$ cat config.mk
export PLATFORM = sky130hd
export DESIGN_NAME = ladder_key_debounce_autorepeat_unit_flat
export DESIGN_NICKNAME = d
export VERILOG_FILES = /design/src/rtl/lkda_pkg.sv /design/src/rtl/lkda_if.sv /design/src/rtl/lkda_cfg.sv /design/src/rtl/lkda_classify.sv /design/src/rtl/lkda_track.sv /design/src/rtl/ladder_key_debounce_autorepeat_unit.sv /design/src/flat_wrapper.sv
export SDC_FILE = /design/constraint.sdc
export NUM_CORES = 1
export LEC_CHECK = 0
export ABC_AREA = 1
export BUFFER_PORTS_ARGS = -buffer_cell sky130_fd_sc_hd__buf_2
export CAP_MARGIN = 10
export CORE_ASPECT_RATIO = 1.4
export CORE_MARGIN = 5
export CORE_UTILIZATION = 35
export DETAILED_ROUTE_END_ITERATION = 12
export PLACE_DENSITY_LB_ADDON = 0.2
export SETUP_SLACK_MARGIN = 0.4
export SYNTH_ARGS = -nofsm -noshare
export SYNTH_HDL_FRONTEND = slang
export SYNTH_SLANG_ARGS = --single-unit
$ cat constraint.sdc
create_clock -name clk -period 4.5 [get_ports clk]
set_input_delay 0.9 -clock clk [delete_from_list [all_inputs] [get_ports clk]]
set_output_delay 0.9 -clock clk [all_outputs]
set_load 0.01 [all_outputs]
$ cat src/rtl/lkda_pkg.sv
`timescale 1ns / 1ps
`default_nettype none
// ----------------------------------------------------------------------------
// lkda_pkg
// Shared types, register indexes and reset values of the ladder key
// debounce and auto-repeat unit.
// ----------------------------------------------------------------------------
package lkda_pkg;

  localparam int DEF_TIME_BITS   = 32;
  localparam int DEF_SAMPLE_BITS = 10;

  localparam int KEY_W      = 3;
  localparam int THRESH_W   = 11;
  localparam int DUR_W      = 16;
  localparam int CFG_IDX_W  = 3;
  localparam int CFG_DATA_W = 16;

  // register indexes of the configuration port
  localparam logic [CFG_IDX_W-1:0] REG_THRESH_BACK   = 3'd0;
  localparam logic [CFG_IDX_W-1:0] REG_THRESH_DOWN   = 3'd1;
  localparam logic [CFG_IDX_W-1:0] REG_THRESH_UP     = 3'd2;
  localparam logic [CFG_IDX_W-1:0] REG_THRESH_SELECT = 3'd3;
  localparam logic [CFG_IDX_W-1:0] REG_THRESH_TOP    = 3'd4;
  localparam logic [CFG_IDX_W-1:0] REG_DEBOUNCE      = 3'd5;
  localparam logic [CFG_IDX_W-1:0] REG_HOLD          = 3'd6;
  localparam logic [CFG_IDX_W-1:0] REG_REPEAT        = 3'd7;

  // reset values
  localparam logic [THRESH_W-1:0] RST_THRESH_BACK   = 11'd740;
  localparam logic [THRESH_W-1:0] RST_THRESH_DOWN   = 11'd780;
  localparam logic [THRESH_W-1:0] RST_THRESH_UP     = 11'd850;
  localparam logic [THRESH_W-1:0] RST_THRESH_SELECT = 11'd950;
  localparam logic [THRESH_W-1:0] RST_THRESH_TOP    = 11'd1023;
  localparam logic [DUR_W-1:0]    RST_DEBOUNCE      = 16'd100;
  localparam logic [DUR_W-1:0]    RST_HOLD          = 16'd600;
  localparam logic [DUR_W-1:0]    RST_REPEAT        = 16'd120;

  typedef enum logic [KEY_W-1:0] {
    KEY_NONE   = 3'd0,
    KEY_BACK   = 3'd1,
    KEY_DOWN   = 3'd2,
    KEY_UP     = 3'd3,
    KEY_SELECT = 3'd4
  } lkda_key_t;

  typedef struct packed {
    logic [THRESH_W-1:0] thresh_back;
    logic [THRESH_W-1:0] thresh_down;
    logic [THRESH_W-1:0] thresh_up;
    logic [THRESH_W-1:0] thresh_select;
    logic [THRESH_W-1:0] thresh_top;
    logic [DUR_W-1:0]    debounce_ms;
    logic [DUR_W-1:0]    hold_ms;
    logic [DUR_W-1:0]    repeat_ms;
  } lkda_cfg_t;

  typedef struct packed {
    lkda_key_t key_event;
    lkda_key_t stable_key;
  } lkda_result_t;

endpackage
`default_nettype wire

$ cat src/rtl/lkda_if.sv
`timescale 1ns / 1ps
`default_nettype none
// ----------------------------------------------------------------------------
// lkda_in_if / lkda_out_if
// Valid/ready channels for converter samples and key results.
// ----------------------------------------------------------------------------
interface lkda_in_if #(
  parameter int SAMPLE_BITS = 10,
  parameter int TIME_BITS   = 32
) ();
  logic                   valid;
  logic                   ready;
  logic [SAMPLE_BITS-1:0] adc_sample;
  logic [TIME_BITS-1:0]   now_ms;

  modport source (output valid, output adc_sample, output now_ms, input ready);
  modport sink   (input valid, input adc_sample, input now_ms, output ready);
endinterface

interface lkda_out_if import lkda_pkg::*; ();
  logic             valid;
  logic             ready;
  logic [KEY_W-1:0] key_event;
  logic [KEY_W-1:0] stable_key;

  modport source (output valid, output key_event, output stable_key, input ready);
  modport sink   (input valid, input key_event, input stable_key, output ready);
endinterface
`default_nettype wire

$ cat src/rtl/lkda_cfg.sv
`timescale 1ns / 1ps
`default_nettype none
// ----------------------------------------------------------------------------
// lkda_cfg
// Configuration register file: thresholds and debounce/hold/repeat times.
// ----------------------------------------------------------------------------
module lkda_cfg import lkda_pkg::*; (
  input  wire logic                  clk,
  input  wire logic                  rst_n,
  input  wire logic                  cfg_we,
  input  wire logic [CFG_IDX_W-1:0]  cfg_index,
  input  wire logic [CFG_DATA_W-1:0] cfg_data,
  output lkda_cfg_t                  cfg
);

  lkda_cfg_t cfg_r;

  always_ff @(posedge clk) begin
    if (!rst_n) begin
      cfg_r.thresh_back   <= RST_THRESH_BACK;
      cfg_r.thresh_down   <= RST_THRESH_DOWN;
      cfg_r.thresh_up     <= RST_THRESH_UP;
      cfg_r.thresh_select <= RST_THRESH_SELECT;
      cfg_r.thresh_top    <= RST_THRESH_TOP;
      cfg_r.debounce_ms   <= RST_DEBOUNCE;
      cfg_r.hold_ms       <= RST_HOLD;
      cfg_r.repeat_ms     <= RST_REPEAT;
    end else if (cfg_we) begin
      unique case (cfg_index)
        REG_THRESH_BACK:   cfg_r.thresh_back   <= cfg_data[THRESH_W-1:0];
        REG_THRESH_DOWN:   cfg_r.thresh_down   <= cfg_data[THRESH_W-1:0];
        REG_THRESH_UP:     cfg_r.thresh_up     <= cfg_data[THRESH_W-1:0];
        REG_THRESH_SELECT: cfg_r.thresh_select <= cfg_data[THRESH_W-1:0];
        REG_THRESH_TOP:    cfg_r.thresh_top    <= cfg_data[THRESH_W-1:0];
        REG_DEBOUNCE:      cfg_r.debounce_ms   <= cfg_data[DUR_W-1:0];
        REG_HOLD:          cfg_r.hold_ms       <= cfg_data[DUR_W-1:0];
        REG_REPEAT:        cfg_r.repeat_ms     <= cfg_data[DUR_W-1:0];
        default: ;
      endcase
    end
  end

  assign cfg = cfg_r;

endmodule
`default_nettype wire

$ cat src/rtl/lkda_classify.sv
`timescale 1ns / 1ps
`default_nettype none
// ----------------------------------------------------------------------------
// lkda_classify
// Sorts one converter sample into a key by the threshold ladder.
// ----------------------------------------------------------------------------
module lkda_classify import lkda_pkg::*; #(
  parameter int SAMPLE_BITS = DEF_SAMPLE_BITS
) (
  input  wire logic [SAMPLE_BITS-1:0] sample,
  input  wire lkda_cfg_t              cfg,
  output lkda_key_t                   reading
);

  localparam int CMP_W = (SAMPLE_BITS > THRESH_W) ? SAMPLE_BITS : THRESH_W;

  logic [CMP_W-1:0] s_ext;

  assign s_ext = CMP_W'(sample);

  // first match wins, thresholds are not reordered
  always_comb begin
    priority if (s_ext < CMP_W'(cfg.thresh_back))   reading = KEY_NONE;
    else if     (s_ext < CMP_W'(cfg.thresh_down))   reading = KEY_BACK;
    else if     (s_ext < CMP_W'(cfg.thresh_up))     reading = KEY_DOWN;
    else if     (s_ext < CMP_W'(cfg.thresh_select)) reading = KEY_UP;
    else if     (s_ext < CMP_W'(cfg.thresh_top))    reading = KEY_SELECT;
    else                                            reading = KEY_NONE;
  end

endmodule
`default_nettype wire

$ cat src/rtl/lkda_track.sv
`timescale 1ns / 1ps
`default_nettype none
// ----------------------------------------------------------------------------
// lkda_track
// Debounce and auto-repeat state; produces the event of one sample.
// ----------------------------------------------------------------------------
module lkda_track import lkda_pkg::*; #(
  parameter int TIME_BITS = DEF_TIME_BITS
) (
  input  wire logic                 clk,
  input  wire logic                 rst_n,
  input  wire logic                 fire,
  input  wire lkda_key_t            reading,
  input  wire logic [TIME_BITS-1:0] now_ms,
  input  wire lkda_cfg_t            cfg,
  output lkda_result_t              result
);

  lkda_key_t            last_reading_r, last_reading_nxt;
  lkda_key_t            debounced_r, debounced_nxt;
  logic [TIME_BITS-1:0] change_time_r, change_time_nxt;
  logic [TIME_BITS-1:0] press_time_r, press_time_nxt;
  logic [TIME_BITS-1:0] repeat_time_r, repeat_time_nxt;

  logic changed, deb_over, hold_over, rep_over, settle, pressed, repeating;

  assign changed = (reading != last_reading_r);

  // wrapping differences, strict greater-than; a fresh change has zero elapsed
  assign deb_over  = !changed &&
                     ((now_ms - change_time_r) > TIME_BITS'(cfg.debounce_ms));
  assign hold_over = (now_ms - press_time_r)  > TIME_BITS'(cfg.hold_ms);
  assign rep_over  = (now_ms - repeat_time_r) > TIME_BITS'(cfg.repeat_ms);

  assign settle    = deb_over && (reading != debounced_r);
  assign pressed   = settle && (reading != KEY_NONE);
  assign repeating = !settle && (debounced_r != KEY_NONE) && hold_over && rep_over;

  always_comb begin
    last_reading_nxt = reading;
    debounced_nxt    = settle ? reading : debounced_r;
    change_time_nxt  = changed ? now_ms : change_time_r;
    press_time_nxt   = pressed ? now_ms : press_time_r;
    repeat_time_nxt  = (pressed || repeating) ? now_ms : repeat_time_r;
    result.stable_key = debounced_nxt;
    result.key_event  = (pressed || repeating) ? debounced_nxt : KEY_NONE;
  end

  always_ff @(posedge clk) begin
    if (!rst_n) begin
      last_reading_r <= KEY_NONE;
      debounced_r    <= KEY_NONE;
      change_time_r  <= '0;
      press_time_r   <= '0;
      repeat_time_r  <= '0;
    end else if (fire) begin
      last_reading_r <= last_reading_nxt;
      debounced_r    <= debounced_nxt;
      change_time_r  <= change_time_nxt;
      press_time_r   <= press_time_nxt;
      repeat_time_r  <= repeat_time_nxt;
    end
  end

`ifndef ASSERT_OFF
  a_event_is_stable: assert property (@(posedge clk) disable iff (!rst_n)
    fire && (result.key_event != KEY_NONE) |-> result.key_event == result.stable_key)
    else $error("event key differs from debounced key");

  a_change_restarts: assert property (@(posedge clk) disable iff (!rst_n)
    fire && changed |=> change_time_r == $past(now_ms))
    else $error("reading change did not restart debounce window");

  a_change_no_settle: assert property (@(posedge clk) disable iff (!rst_n)
    fire && changed |=> debounced_r == $past(debounced_r))
    else $error("debounced key moved on a changing reading");

  a_idle_holds: assert property (@(posedge clk) disable iff (!rst_n)
    !fire |=> $stable(debounced_r) && $stable(repeat_time_r) && $stable(last_reading_r))
    else $error("key state moved without a sample");
`endif

endmodule
`default_nettype wire

$ cat src/rtl/ladder_key_debounce_autorepeat_unit.sv
`timescale 1ns / 1ps
`default_nettype none
// ----------------------------------------------------------------------------
// ladder_key_debounce_autorepeat_unit
// Resistor-ladder keypad debouncer with hold-delay auto-repeat.
//
// in_if carries one converter sample and its millisecond timestamp per beat;
// out_if returns one beat per sample: the event key (0 when none) and the
// debounced key after that sample. cfg_we/cfg_index/cfg_data write the five
// thresholds and the debounce, hold and repeat times; write them only while
// no sample is in flight.
// A sample is held in an input register, then classified and checked against
// the debounce state combinationally, and the result lands in the output
// register, from which the result beat is offered. One sample per cycle is
// sustained while out_if.ready stays high; the state update is combinational,
// with three wrapping subtract-and-compare paths.
// Reset (synchronous, active low) restores the register reset values and
// clears the key state and both pipeline stages. When the receiver stalls,
// the output register holds its beat and the input register still takes one
// more sample before in_if.ready drops.
// ----------------------------------------------------------------------------
module ladder_key_debounce_autorepeat_unit import lkda_pkg::*; #(
  parameter int TIME_BITS   = DEF_TIME_BITS,
  parameter int SAMPLE_BITS = DEF_SAMPLE_BITS
) (
  input  wire logic                  clk,
  input  wire logic                  rst_n,
  input  wire logic                  cfg_we,
  input  wire logic [CFG_IDX_W-1:0]  cfg_index,
  input  wire logic [CFG_DATA_W-1:0] cfg_data,
  lkda_in_if.sink                    in_if,
  lkda_out_if.source                 out_if
);

  lkda_cfg_t            cfg;
  lkda_key_t            reading;
  lkda_result_t         result;

  logic                   s1_valid_r;
  logic [SAMPLE_BITS-1:0] s1_sample_r;
  logic [TIME_BITS-1:0]   s1_now_r;
  logic                   out_valid_r;
  lkda_result_t           out_result_r;

  logic in_fire, advance;

  // input stage moves when the output register is free or being drained
  assign advance     = s1_valid_r && (!out_valid_r || out_if.ready);
  assign in_if.ready = !s1_valid_r || advance;
  assign in_fire     = in_if.valid && in_if.ready;

  lkda_cfg u_cfg (
    .clk       (clk),
    .rst_n     (rst_n),
    .cfg_we    (cfg_we),
    .cfg_index (cfg_index),
    .cfg_data  (cfg_data),
    .cfg       (cfg)
  );

  lkda_classify #(
    .SAMPLE_BITS (SAMPLE_BITS)
  ) u_classify (
    .sample  (s1_sample_r),
    .cfg     (cfg),
    .reading (reading)
  );

  lkda_track #(
    .TIME_BITS (TIME_BITS)
  ) u_track (
    .clk     (clk),
    .rst_n   (rst_n),
    .fire    (advance),
    .reading (reading),
    .now_ms  (s1_now_r),
    .cfg     (cfg),
    .result  (result)
  );

  always_ff @(posedge clk) begin
    if (!rst_n) begin
      s1_valid_r  <= 1'b0;
      out_valid_r <= 1'b0;
    end else begin
      if (in_fire) begin
        s1_valid_r <= 1'b1;
      end else if (advance) begin
        s1_valid_r <= 1'b0;
      end
      if (advance) begin
        out_valid_r <= 1'b1;
      end else if (out_if.ready) begin
        out_valid_r <= 1'b0;
      end
    end
  end

  always_ff @(posedge clk) begin
    if (in_fire) begin
      s1_sample_r <= in_if.adc_sample;
      s1_now_r    <= in_if.now_ms;
    end
    if (advance) begin
      out_result_r <= result;
    end
  end

  assign out_if.valid      = out_valid_r;
  assign out_if.key_event  = out_result_r.key_event;
  assign out_if.stable_key = out_result_r.stable_key;

endmodule
`default_nettype wire

$ cat src/flat_wrapper.sv
// flat-port wrapper written by rule: the top's interface ports become plain ports
module ladder_key_debounce_autorepeat_unit_flat import lkda_pkg::*;
#(
  parameter int TIME_BITS   = DEF_TIME_BITS,
  parameter int SAMPLE_BITS = DEF_SAMPLE_BITS
)
  (clk, rst_n, cfg_we, cfg_index, cfg_data, in_if_valid, in_if_adc_sample, in_if_now_ms, in_if_ready, out_if_valid, out_if_key_event, out_if_stable_key, out_if_ready);
  lkda_in_if #(.SAMPLE_BITS(SAMPLE_BITS), .TIME_BITS(TIME_BITS)) in_if_i ();
  lkda_out_if out_if_i ();
  input  wire logic clk;
  input  wire logic rst_n;
  input  wire logic cfg_we;
  input  wire logic [CFG_IDX_W-1:0] cfg_index;
  input  wire logic [CFG_DATA_W-1:0] cfg_data;
  input wire logic [$bits(in_if_i.valid)-1:0] in_if_valid;
  input wire logic [$bits(in_if_i.adc_sample)-1:0] in_if_adc_sample;
  input wire logic [$bits(in_if_i.now_ms)-1:0] in_if_now_ms;
  output wire logic [$bits(in_if_i.ready)-1:0] in_if_ready;
  output wire logic [$bits(out_if_i.valid)-1:0] out_if_valid;
  output wire logic [$bits(out_if_i.key_event)-1:0] out_if_key_event;
  output wire logic [$bits(out_if_i.stable_key)-1:0] out_if_stable_key;
  input wire logic [$bits(out_if_i.ready)-1:0] out_if_ready;
  assign in_if_i.valid = in_if_valid;
  assign in_if_i.adc_sample = in_if_adc_sample;
  assign in_if_i.now_ms = in_if_now_ms;
  assign in_if_ready = in_if_i.ready;
  assign out_if_valid = out_if_i.valid;
  assign out_if_key_event = out_if_i.key_event;
  assign out_if_stable_key = out_if_i.stable_key;
  assign out_if_i.ready = out_if_ready;
  ladder_key_debounce_autorepeat_unit #(.TIME_BITS(TIME_BITS), .SAMPLE_BITS(SAMPLE_BITS)) u_core (.clk(clk), .rst_n(rst_n), .cfg_we(cfg_we), .cfg_index(cfg_index), .cfg_data(cfg_data), .in_if(in_if_i), .out_if(out_if_i));
endmodule
==> flow_summary.ini, run 1 <==
[clock_tree]
clock_sinks = 255
root_buffer = clkbuf_16
cts.reportedPaths.clkPinSlew_ns = 0.07
cts_tree = built
clkLatencyLatePin_ns = 0.60
cts_buffers = 29
cts_buffer_depth = 3
htree_levels = 1
cts_hold_buf = 0

[synth]
synth.distinct_cells = 44
postSynthAreaPerCell_um2 = 6.561
ys_seq_area_share_pct = 30.10
syn-num-nets = 3083
synth_edf_count = 48
synth-warning-count = 0
synth_area_leader_cell = dfxtp_1
ys.flop_type = dfxtp_1
ys_ff_latch = 255
synthArstFlopShare_pct = 0
syn_area_um2 = 18560
postSynthCellCount = 2828
yosysTopAreaCellShare_pct = 22.33
synth.area.top_cells = dfxtp_1, nand2_1, ha_1

[routing]
viasPerCell = 4.990
firstDrtPassIters = 6
drt_wl_total_um = 67550
drtIter0Drc = 1158
vias = 18500
wire_per_inst_um = 18.22
drc_errors = 0
ant_nets = 0

[placed_design]
dp_hpwl_um = 53070
placed_cells = 3581
gp_congestion = 0.9321
port_buffers = 73

[finish]
final_common_cell = nand2_1
final-seq-area_um2 = 5585
finalNetCount = 3232
drive_gt1_share_pct = 14.67
fill_cells = 5489
fin_util_pct = 43.49
stdcell_count = 3707
areaGrowthSynthToFinish_pct = 22.52
mostFrequentLayoutCells = nand2_1, inv_1, a21oi_1
diodes = 0
multi_input_area_um2 = 11730

[floorplanning]
die-area_um2 = 57780
initial_utilization_pct = 35.50
die_w_um = 204.6
die_y_um = 282.4
row_count = 99
pin_count = 74
design.core.area_um2 = 52270

[setup_path]
cp_max_fo = 7
crit_type = register to register
max_stage_delay_ns = 0.52
cp.required_ns = 5.00
slowest_stage = edfxtp_1
startpoint_type = register
cp_common_cell = nand2_1
worstPathArrival_ns = 4.73
end_kind = register

[global_routing]
antenna_found_initial = 0
grt_use_total_pct = 22.46
grt_pass1_vias = 17670
grt_max_degree = 197
grt_overflow_total = 0
grt_pass1_wl_um = 100700

[sta]
maxSlewViolCount = 0
tightest_slew_ns = 0.9999
rsz0062_at_grt = true
period_share_pct = 94.08
setup_violations = 0
fin_crit_ns = 4.234
final-hold-violation-count = 0
fmax_mhz = 236.2
fin_setup_tns_ns = 0
skew_ns = 0.03013
slew_headroom_pct = 33.34

[flow_run]
maxCapViolations = 0

[hold_path]
hold_class = register to register

[power_and_ir_drop]
vdd_drop_max_v = 0.0002845
p_per_area_nw_per_um2 = 337.4
total_leakage_power_nw = 10.85

[run_status]
status = finished clean
[sequential cells by signal (all words and copies together), names as in the netlist]
register	cells
u_core.u_cfg.cfg	103
u_core.s1_now_r	32
u_core.u_track.change_time_r	32
u_core.u_track.press_time_r	32
u_core.u_track.repeat_time_r	32
u_core.s1_sample_r	10
u_core.out_if.key_event	3
u_core.out_if.stable_key	3
u_core.u_track.debounced_r	3
u_core.u_track.last_reading_r	3
u_core.out_if.valid	1
u_core.s1_valid_r	1
[layer usage]
| metal | GRT usage (%) | vias to the layer above | wire length (um) |
|---|---|---|---|
| li1 | - | 9358 | - |
| met1 | 24.03 | 8570 | 25660 |
| met2 | 43.36 | 424 | 35360 |
| met3 | 1.720 | 147 | 2173 |
| met4 | 12.27 | 0 | 4354 |
| met5 | 0 | - | 0 |
[Yosys cell counts (all sizes together) (3+ instances only)]
| cell | n |
|---|---|
| nor3 | 19 |
| ha | 186 |
| o21ai | 177 |
| clkbuf | 37 |
| nand3 | 151 |
| dfxtp | 207 |
| nor2 | 247 |
| nand3b | 12 |
| xor2 | 44 |
| a21boi | 4 |
| edfxtp | 48 |
| o21a | 6 |
| a21oi | 276 |
| a21o | 11 |
| o211ai | 38 |
| fa | 3 |
| a31oi | 3 |
| nand2 | 761 |
| nand4 | 33 |
| buf | 25 |
| inv | 520 |
| o21bai | 9 |
[path summary, 6_finish.rpt]
path | start | to | slack (ns) | cells after the start
hold / removal | u_core.u_cfg.cfg[86]$_SDFFE_PN0P_ | u_core.u_cfg.cfg[86]$_SDFFE_PN0P_ | 0.46 | 2
setup / recovery | u_core.s1_now_r[2]$_DFFE_PP_ | u_core.u_track.repeat_time_r[30]$_SDFFE_PN0P_ | 0.27 | 27
hold reg to reg | u_core.u_cfg.cfg[86]$_SDFFE_PN0P_ | u_core.u_cfg.cfg[86]$_SDFFE_PN0P_ | 0.46 | 2
setup reg to reg | u_core.s1_now_r[2]$_DFFE_PP_ | u_core.u_track.repeat_time_r[30]$_SDFFE_PN0P_ | 0.27 | 27
[report_power, final]
part | switching, mW | internal, mW
Combinational | 1.54 | 0.947
Sequential | 0.103 | 2.45
Clock | 1.07 | 1.55
Total | 2.72 | 4.95
[cells by family (layout without fill, tap and decap cells)]
kind of cell               after synthesis  after routing  share of synthesized area [%]
and+or+nand+nor                       1231           1231                          27.55
buffers and inverters                  583            755                          12.20
DFF                                    255            255                          30.10
AOI/OAI and AO/OA                      524            524                          15.11
xor gates and xnor gates                46             46                          2.171
adders and majority gates              189            189                          12.87
[critical path: cells and delay by family, from the launching register on]
family | cells | cell delay, ns
AO/OA/AOI/OAI | 1 | 0.12
XOR/XNOR | 1 | 0.19
adder cells (fa/ha/maj) | 2 | 0.63
AND/OR/NAND/NOR | 19 | 2.06
buffers and inverters | 4 | 0.59
flip-flops | 1 | 0.52
[through the flow]
| step | hold WS (ns) | instance area (um2) | total power [mW] | worst slack, ns |
|---|---|---|---|---|
| final | 0.4598 | 22730 | 7.670 | 0.2662 |
| after global routing | 0.4566 | 22730 | 8.107 | 0.08547 |
| after CTS | 0.4495 | 21920 | 7.546 | 0.2805 |
| after detailed placement | 0.4495 | 19800 | 4.679 | -0.1351 |
| after global placement | 0.4442 | 19800 | 4.655 | -0.1717 |
| after floorplan | 0.4292 | 18560 | 4.021 | 0.8095 |
[area by class of cell]
class / count / share of cell area (%)
multi-input cells: 1990 / 51.59
flip-flops and latches: 255 / 24.57
inverters: 521 / 8.602
repair buffers: 180 / 6.676
well taps: 707 / 3.891
clock buffers: 37 / 3.638
clock inverters: 17 / 1.035
[timing repair]
action | 4_1_cts | 5_1_grt
gates resized for setup | 143 | 117
pin swaps | 36 | 49
endpoints found under the setup margin | 73 | 73
cloned | 6 | 4
buffers inserted | 35 | 27
Power figures use the tool's default switching activity.
==> run 2, diff against run 1 <==
- PLACE_DENSITY_LB_ADDON: 0.2 -> 0.15
==> run 2 against run 1 <==
Compared with the run above: die area did not move; count of clock-buffer cells in the layout increased by 5; critical endpoint is now u_core.u_track.repeat_time_r[14]$_SDFFE_PN0P_; first-iteration DRC count down 13%; highest routed layer unchanged; largest power group is now combinational cells; sequential power is essentially flat; via count rose by 0.39%; cell count increased by 0.78%; power is 1.0% higher.
==> flow_summary.ini, run 2 (synthesis results as in run 1) <==
[sta]
skew_ns = 0.04783
fmax_mhz = 235.6
setup_violations = 0
period_share_pct = 94.34
tightest_slew_ns = 0.9692
maxSlewViolCount = 0
fin_crit_ns = 4.245
final-hold-violation-count = 0
rsz0062_at_grt = true
slew_headroom_pct = 35.39

[setup_path]
cp_num_buf_inv = 4
rrSetupSlack_ns = 0.25
slowest_stage = edfxtp_1
cp_max_fo = 8
crit_type = register to register
cp.required_ns = 4.99
startpoint_type = register
worstPathArrival_ns = 4.74
critical-path-top-delay-family = simple AND/OR/NAND/NOR gates
cp_common_cell = nand2_2
max_stage_delay_ns = 0.48
end_kind = register

[clock_tree]
cts_tree = built
cts.reportedPaths.clkPinSlew_ns = 0.06
clock_sinks = 255
root_buffer = clkbuf_16
htree_levels = 1
clkLatencyLatePin_ns = 0.60
cts_buffer_depth = 3
cts_buffers = 28

[floorplanning]
die_y_um = 282.4
design.core.area_um2 = 52270
initial_utilization_pct = 35.50
die_w_um = 204.6
pin_count = 74
die-area_um2 = 57780
row_count = 99

[finish]
drive_gt1_share_pct = 17.93
final_common_cell = nand2_1
largest_reg_flops = 103
areaGrowthSynthToFinish_pct = 26.37
stdcell_count = 3736
mostFrequentLayoutCells = nand2_1, inv_1, a21oi_1
diodes = 0
finalNetCount = 3262

[global_routing]
grt_overflow_total = 0
grt_use_total_pct = 23.47
grt_pass1_vias = 18100
grt_pass1_wl_um = 104900
grt_max_degree = 117
antenna_found_initial = 0

[power_and_ir_drop]
total_leakage_power_nw = 11.05
p_per_area_nw_per_um2 = 330.5
vdd_drop_max_v = 0.0003090
finalPower_mw = 7.749

[routing]
ant_nets = 0
wire_per_inst_um = 19.05
vias = 18570
drc_errors = 0
viasPerCell = 4.971
drtIter0Drc = 1003
firstDrtPassIters = 5
drt_wl_total_um = 71170

[placed_design]
placed_cells = 3581
dp_hpwl_um = 54100
gp_congestion = 0.9080
port_buffers = 73

[hold_path]
hold_class = register to register

[flow_run]
maxCapViolations = 0

[run_status]
status = finished clean
## run 2: cell types whose count changed in the layout (fill, tap and decap cells not counted), sizes merged
cell    change
inv         -6
bufinv      -1
buf        +30
clkbuf      +6
## run 2: worst paths after layout
| path | end | depth (start not counted) | startpoint |
|---|---|---|---|
| worst max-delay path | u_core.u_track.repeat_time_r[14]$_SDFFE_PN0P_ | 29 | u_core.s1_now_r[3]$_DFFE_PP_ |
| worst min-delay path | u_core.u_cfg.cfg[88]$_SDFFE_PN0P_ | 2 | u_core.u_cfg.cfg[88]$_SDFFE_PN0P_ |
| worst max register to register | u_core.u_track.repeat_time_r[14]$_SDFFE_PN0P_ | 29 | u_core.s1_now_r[3]$_DFFE_PP_ |
| worst min register to register | u_core.u_cfg.cfg[88]$_SDFFE_PN0P_ | 2 | u_core.u_cfg.cfg[88]$_SDFFE_PN0P_ |
## run 2: layout make-up
cell class | count | area (um2)
clock inverters | 10 | 150.1
fillers | 5527 | 28830
well taps | 707 | 884.6
flip-flops and latches | 255 | 5585
multi-input cells | 1990 | 12210
inverters | 521 | 1958
clock buffers | 42 | 815.8
repair buffers | 211 | 1842
## run 2: metal layers
layer	vias up	global-route usage, %	wire, um
li1	9401	-	-
met1	8594	25.16	27030
met2	420	44.94	36710
met3	156	2.282	2692
met4	0	12.70	4737
met5	-	0	0
## run 2: worst register-to-register path, delay by kind of cell (launching register included)
kind	cells	cell delay [ns]
fa+ha+maj	2	0.55
xor+xnor	1	0.17
flops	1	0.48
buf+inv	4	0.56
simple gates	22	2.39
## run 2: power breakdown
| part | switching [mW] | leakage [nW] | internal [mW] |
|---|---|---|---|
| registers | 0.108 | 2.16 | 2.45 |
| logic | 1.66 | 8.43 | 1.10 |
| clock network | 1.00 | 0.465 | 1.43 |
## run 2: through the flow
stage                     worst slack [ns]  TNS (ns)  area (um2)  hold WS (ns)  util, %
after global routing               0.06062         0       23450        0.4433    44.86
after CTS                           0.3518         0       22450        0.4369    42.94
after detailed placement           -0.1070    -3.017       19800        0.4503    37.89
after global placement             -0.1127    -3.144       19800        0.4433    37.89
final                               0.2546         0       23450        0.4600    44.86
after floorplan                     0.8095         0       18560        0.4292        -
## run 2: timing repair
action	4_1_cts	5_1_grt
hold endpoints to repair	0	0
setup buffers	66	23
hold buffers	0	0
cloned	6	8
pin swaps	63	84
endpoints found under the setup margin	73	70
gates resized for setup	196	183
